$ cat config.mk
export PLATFORM = sky130hd
export DESIGN_NAME = knn_front
export DESIGN_NICKNAME = d
export VERILOG_FILES = /design/src/hdl/knn_pkg.sv /design/src/hdl/knn_front.sv
export SDC_FILE = /design/constraint.sdc
export NUM_CORES = 1
export LEC_CHECK = 0
export BUFFER_PORTS_ARGS = -buffer_cell sky130_fd_sc_hd__buf_4
export CORE_MARGIN = 3
export CORE_UTILIZATION = 61
export DETAILED_ROUTE_END_ITERATION = 10
export GPL_ROUTABILITY_DRIVEN = 0
export HOLD_SLACK_MARGIN = 0.02
export PLACE_DENSITY_LB_ADDON = 0.1
export SYNTH_ARGS = -nofsm -noshare
export SYNTH_HDL_FRONTEND = slang
export SYNTH_SLANG_ARGS = --single-unit
$ cat constraint.sdc
create_clock -name clk -period 6.1 [get_ports clk]
set_input_delay 0.305 -clock clk [delete_from_list [all_inputs] [get_ports clk]]
set_output_delay 0.305 -clock clk [all_outputs]
set_load 0.01 [all_outputs]
$ cat src/hdl/knn_pkg.sv
// Shared types, codes and the distance ordering for the nearest-neighbour search unit.
package knn_pkg;

  localparam logic [1:0] KIND_QUERY  = 2'd0;
  localparam logic [1:0] KIND_RECORD = 2'd1;
  localparam logic [1:0] KIND_END    = 2'd2;
  localparam logic [1:0] KIND_SPARE  = 2'd3;

  localparam int RESULT_LIMIT = 16;
  localparam logic [47:0] DIST_MAX = 48'hFFFF_FFFF_FFFF;

  typedef struct packed {
    logic [1:0]         kind;
    logic signed [15:0] value;
    logic signed [31:0] id;
    logic               last;
  } item_t;

  typedef struct packed {
    logic signed [31:0] id;
    logic [47:0]        distance;
    logic [3:0]         rank;
    logic               found;
    logic               length_error;
    logic               last;
  } result_t;

  // True when (da, ia) orders after (db, ib): by distance, then by signed id.
  function automatic logic after(input logic [47:0] da, input logic signed [31:0] ia,
                                 input logic [47:0] db, input logic signed [31:0] ib);
    if (da != db) begin
      return da > db;
    end
    return ia > ib;
  endfunction

endpackage

$ cat src/hdl/knn_front.sv
// Front end: accepts input transfers, drops reserved kinds and queues the rest.
module knn_front (
  input  logic          clk,
  input  logic          rst,
  input  logic          in_valid,
  output logic          in_stall,
  input  knn_pkg::item_t in_item,
  output logic          q_valid,
  output knn_pkg::item_t q_item,
  input  logic          q_pop
);
  import knn_pkg::*;

  item_t      fifo [4];
  logic [1:0] wp;
  logic [1:0] rp;
  logic [2:0] cnt;
  logic       push;

  assign in_stall = (cnt == 3'd4);
  assign push     = in_valid && !in_stall && (in_item.kind != KIND_SPARE);
  assign q_valid  = (cnt != 3'd0);
  assign q_item   = fifo[rp];

  always_ff @(posedge clk) begin
    if (push) begin
      fifo[wp] <= in_item;
    end
  end

  always_ff @(posedge clk) begin
    if (rst) begin
      wp  <= '0;
      rp  <= '0;
      cnt <= '0;
    end else begin
      if (push) begin
        wp <= wp + 2'd1;
      end
      if (q_pop) begin
        rp <= rp + 2'd1;
      end
      cnt <= cnt + {2'b0, push} - {2'b0, q_pop};
    end
  end

endmodule

==> results of run 1 <==
## area by class of cell
class	instances	area, um^2	area share (%)
clock buffer	29	586	5.97
multi-input combinational	83	1440	14.7
tap	168	210	2.14
clock inverter	7	86.3	0.881
inverter	6	22.5	0.230
sequential	213	6310	64.4
timing repair buffer	143	1150	11.7
## power by group
part | switching, mW | leakage [nW] | internal [mW]
clock network | 0.498 | 0.328 | 0.752
logic | 0.224 | 1.10 | 0.252
registers | 0.0562 | 1.93 | 1.73
total | 0.779 | 3.36 | 2.73
## worst max-delay path, stage by stage, from the launching register on
cell	delay (ns)
dfxtp_4	1.03
mux4_1	0.66
buf_4	0.16
## through the flow
stage               cells  hold WS [ns]
finish                649        0.0340
global placement      582         0.496
global route          649        0.0216
CTS                   648        0.0201
floorplan             315         0.404
detailed placement    582         0.507
## cells by family (layout without fill, tap and decap cells)
kind of cell | Yosys count | in the layout | share of synthesized area, %
compound gates | 1 | 1 | 0.253
xor+xnor | 3 | 3 | 0.332
fa+ha+maj | 7 | 7 | 1.20
buf+inv | 19 | 185 | 2.10
flops | 213 | 213 | 79.7
mux | 53 | 53 | 14.9
simple gates | 19 | 19 | 1.49
## sequential cells by signal, indices dropped and copies added (netlist names), named ones only
signal  count
fifo      204
cnt         3
rp          2
wp          2
## layer usage
metal,wire [um],global-route usage [%],vias up
li1,-,-,1616
met5,0,0,-
met4,242,4.44,0
met1,5940,30.1,1974
met3,823,4.24,19
met2,7720,35.7,123
## worst min path at each step
stage,cells past startpoint,end,slack [ns],start
after CTS,1,fifo[2][32]$_DFFE_PP_,0.02,in_item[32]
after floorplan,0,fifo[0][0]$_DFFE_PP_,0.40,in_item[0]
after global placement,2,wp[1]$_SDFFE_PP0P_,0.50,wp[1]$_SDFFE_PP0P_
final,1,fifo[1][37]$_DFFE_PP_,0.03,in_item[37]
after detailed placement,1,fifo[0][37]$_DFFE_PP_,0.51,in_item[37]
after global routing,1,fifo[0][43]$_DFFE_PP_,0.02,in_item[43]
## cells in the final DEF (no fill, tap or decap), drive strengths merged, types with 4 or more instances in the layout
| master | n |
|---|---|
| edfxtp | 204 |
| buf | 112 |
| mux4 | 51 |
| dlygate4sd3 | 31 |
| clkbuf | 29 |
| dfxtp | 9 |
| nor2 | 7 |
| inv | 6 |
| ha | 6 |
| and2 | 5 |
| clkinv | 4 |
==> results.cfg, run 1 <==
[critical_path]
worstPathArrival_ns = 2.33
r2r_setup_slack_ns = 3.52
cp-endpoint = q_item[45]
ff2ff_path_depth = 11
timing.rr.start = cnt[1]$_SDFF_PP0_
worst_ep_required_time_ns = 5.79
worst_setup_path_start_kind = register
r2r-end = cnt[2]$_SDFF_PP0_
critical_path_class = register to output port
worst-path-max-fanout = 51
setup.worst_path.end_class = output port

[place]
post_dp_cell_area_um2 = 8820
io_buffers = 107
dp_hpwl_um = 7910
pre_cts_ws_ns = 3.55

[clock_network]
cts_setup_buffers = 0
clk_latency_ns = 0.48
holdBufCountCts = 30
clockBufferDepth = 3
cts_tree = yes
cts.clk_slew.worst_paths_ns = 0.06
root_buffer = clkbuf_16
cts_inserted_buffers = 20
htreeDepth = 1
cts_resized = 0
clkSinkCount = 213

[finish]
drive_above_1_share_pct = 42.2
post-route-util_pct = 79.3
antennaDiodeCount = 0
design_area_um2 = 9800
nets = 529
fill_cells = 621
area_delta_synth_final_pct = 24.0

[timing]
finalCritPeriodShare_pct = 43.2
setup_viol = 0
worstMarginPinSlew_ns = 1.01
timing.final.ws_setup_ns = 3.46
setup-tns-final_ns = 0
grt_setup_unrepaired = false
slew_headroom_pct = 32.4
clock.fmax_mhz = 379
finalHoldViolCount = 0
post-route-min-period_ns = 2.64
report.final.slew_viol_count = 0
fin_skew_ns = 0.0109

[power_and_ir_drop]
peakVddDrop_v = 0.000285
p_per_area_nw_per_um2 = 358
power_mw = 3.51
leakagePower_nw = 3.36

[floorplanning]
start_util_pct = 64.0
dieArea_um2 = 14400
dieWidth_um = 120
io-pin-count = 108
core_um2 = 12400
fp.dieH_um = 120
num_rows = 40

[drt]
dr.pass1.iters = 4
drt_wl_total_um = 14700
viasPerCell = 5.75
vias = 3732
drc = 0
wl_per_cell_um = 22.7
antenna_left = 0
drt-initial-drc-count = 314

[global_route]
grt_max_degree = 52
overflow = 0
grt_pass1_vias = 3954
antenna_found_initial = 0
grt_pass1_wl_um = 23100
grtUsageTotal_pct = 21.3

[min_path]
min_path_type = primary input to register

[synth]
syn-cell-area_um2 = 7910
synth_flop_cell = edfxtp_1
netlist.area_leader.share_pct = 77.5
yosys_warnings = 0
synth_cell_type_count = 25
yosys.area.top_type = edfxtp_1
yosysMostFrequentCell = edfxtp_1
synth_area_leaders = edfxtp_1 77%, mux4_2 14%, dfxtp_1 2.3%
synth_common_cells = 204 x edfxtp_1, 50 x mux4_2, 9 x dfxtp_1, 7 x nor2_1
synth_edf_count = 204
yosys_register_bits = 213
yosysSeqAreaShare_pct = 79.7
synthArstFlopShare_pct = 0
syn_nets = 377
syn_area_per_cell_um2 = 25.1
syn_inst = 315

[job]
drv_cap = 0

[run_status]
status = finished clean
(Power assumes the default switching activity.)
==> run 2: changes to the inputs <==
--- a/config.mk
+++ b/config.mk
@@ -7,7 +7,7 @@
 export LEC_CHECK = 0
 export BUFFER_PORTS_ARGS = -buffer_cell sky130_fd_sc_hd__buf_4
 export CORE_MARGIN = 3
-export CORE_UTILIZATION = 61
+export CORE_UTILIZATION = 51
 export DETAILED_ROUTE_END_ITERATION = 10
 export GPL_ROUTABILITY_DRIVEN = 0
 export HOLD_SLACK_MARGIN = 0.02
==> constraint.sdc (replaced) <==
create_clock -name clk -period 2.15 [get_ports clk]
set_input_delay 0.1075 -clock clk [delete_from_list [all_inputs] [get_ports clk]]
set_output_delay 0.1075 -clock clk [all_outputs]
set_load 0.01 [all_outputs]
==> results.cfg, run 2 (same netlist as run 1, synthesis figures left out) <==
[run_status]
status = finished clean

[timing]
post-route-min-period_ns = 2.13
grt_setup_unrepaired = true
whs_ns = 0.189
slew_headroom_pct = 67.8
worstMarginPinSlew_ns = 0.484
finalHoldViolCount = 0
report.final.slew_viol_count = 0
fin_skew_ns = 0.00751
setup_viol = 0
finalCritPeriodShare_pct = 99.1
clock.fmax_mhz = 469

[finish]
multi_input_area_um2 = 1440
fill_cells = 964
final_common_cell = edfxtp_1
antennaDiodeCount = 0
most-common-layout-cells = 204 x edfxtp_1, 116 x buf_4, 53 x dlygate4sd3_1
largest-register = fifo
top_regs = fifo x204, cnt x3
drive_above_1_share_pct = 41.7
area_delta_synth_final_pct = 29.3
largest_reg_flops = 204
nets = 564
seqCellArea_um2 = 6310
design_area_um2 = 10200

[global_route]
grt_pass1_vias = 4040
grt_max_degree = 41
overflow = 0
antenna_found_initial = 0
grtUsageTotal_pct = 16.8
grt_pass1_wl_um = 21800

[clock_network]
root_buffer = clkbuf_16
cts.clk_slew.worst_paths_ns = 0.06
cts_inserted_buffers = 22
htreeDepth = 1
clkSinkCount = 213
clk_latency_ns = 0.49
cts_tree = yes
clockBufferDepth = 3

[power_and_ir_drop]
clkPwrFrac_pct = 34.9
p_per_area_nw_per_um2 = 978
switchingPower_mw = 2.22
peakVddDrop_v = 0.000648
p_int_mw = 7.78
p_sw_share_pct = 22.2
combPwrFrac_pct = 15.1
leakagePower_nw = 3.54
seq_power_share_pct = 50.0

[drt]
drt_wl_total_um = 13800
antenna_left = 0
vias = 3752
dr.pass1.iters = 4
drt-initial-drc-count = 212
drc = 0
viasPerCell = 5.34
wl_per_cell_um = 19.6

[floorplanning]
io-pin-count = 108
fp.dieH_um = 131
dieArea_um2 = 17000
start_util_pct = 53.2
dieWidth_um = 131
num_rows = 44
core_um2 = 14900

[critical_path]
timing.rr.start = cnt[2]$_SDFF_PP0_
worst_ep_required_time_ns = 2.56
cp_num_buf_inv = 3
crit_start = cnt[2]$_SDFF_PP0_
path_delay_family = adder cells
critical_path_class = register to register
setup.worst_path.end_class = register
r2r-end = cnt[2]$_SDFF_PP0_
worst_setup_path_start_kind = register
crit_top_cell = inv_1
r2r_setup_slack_ns = 0.02
worstPathArrival_ns = 2.54
ff2ff_path_depth = 11
critPathMaxStageDelay_ns = 0.35
worst-path-max-fanout = 3
slowest_stage = fa_2
path_cells = nor3b_4, a211oi_4, inv_1, ha_1, inv_1, ha_1, inv_1, fa_2, xor2_1, and2_2, nor3_2

[place]
dp_hpwl_um = 8100
post_dp_cell_area_um2 = 9000
io_buffers = 107

[job]
drv_cap = 0

[min_path]
hold_start = in_valid
hold-path-endpoint = wp[1]$_SDFFE_PP0P_
min_path_type = primary input to register
whs_path_depth = 5
run 2: changes by cell type in the layout (fill, tap and decap cells not counted), sizes merged:
| cell | delta |
|---|---|
| clkinv | +6 |
| buf | +11 |
| clkinvlp | -1 |
| dlygate4sd3 | +22 |
| bufinv | -1 |
run 2: power by group through the flow:
stage	Sequential [mW]	Clock, mW	Combinational, mW
3_5_place_dp	5.10	0	1.44
2_1_floorplan	5.06	0	0.791
3_3_place_gp	5.08	0	1.42
5_1_grt	5.03	3.78	1.64
4_1_cts	5.00	3.58	1.54
6_report	5.00	3.49	1.51
run 2: how the worst max path moves through the flow:
stage | endpoint | cells after the start
6_report | cnt[2]$_SDFF_PP0_ | 11
5_1_grt | cnt[2]$_SDFF_PP0_ | 11
4_1_cts | cnt[2]$_SDFF_PP0_ | 11
3_5_place_dp | cnt[2]$_SDFF_PP0_ | 11
3_3_place_gp | cnt[2]$_SDFF_PP0_ | 11
2_1_floorplan | cnt[2]$_SDFF_PP0_ | 11
run 2: through the flow:
step / setup slack (ns) / power [mW] / utilization, % / instances / setup TNS, ns
2_1_floorplan: 0.00407 / 5.85 / - / 315 / 0
3_3_place_gp: 0.0789 / 6.49 / 60.5 / 607 / 0
3_5_place_dp: -0.0767 / 6.53 / 60.5 / 607 / -0.0767
4_1_cts: 0.00336 / 10.1 / 68.8 / 702 / 0
5_1_grt: -0.109 / 10.4 / 68.8 / 702 / -0.109
6_report: 0.0195 / 10.0 / 68.8 / 702 / 0
run 2: layout make-up:
cell class / count / share of cell area, %
Clock buffer: 29 / 5.85
Clock inverter: 11 / 0.710
Inverter: 6 / 0.220
Multi-Input combinational cell: 83 / 14.1
Sequential cell: 213 / 61.8
Tap cell: 184 / 2.25
Timing Repair Buffer: 176 / 15.1
run 2: tightest hold or removal path: cells and delay by family:
| family | cells | cell delay (ns) |
|---|---|---|
| AOI/OAI and AO/OA | 1 | 0.05 |
| buffers and inverters | 3 | 0.33 |
| muxes | 1 | 0.12 |
run 2: layer usage:
metal	global-route usage, %	routed length [um]
met5	0	0
met4	4.54	325
met3	3.29	680
met2	27.6	6890
met1	23.4	5880
run 2: repair_timing:
item	in CTS	in global routing
setup endpoints to repair	2	1
hold buffers	53	0
endpoints found under the hold margin	213	0
gates resized for setup	3	0
setup buffers	2	0
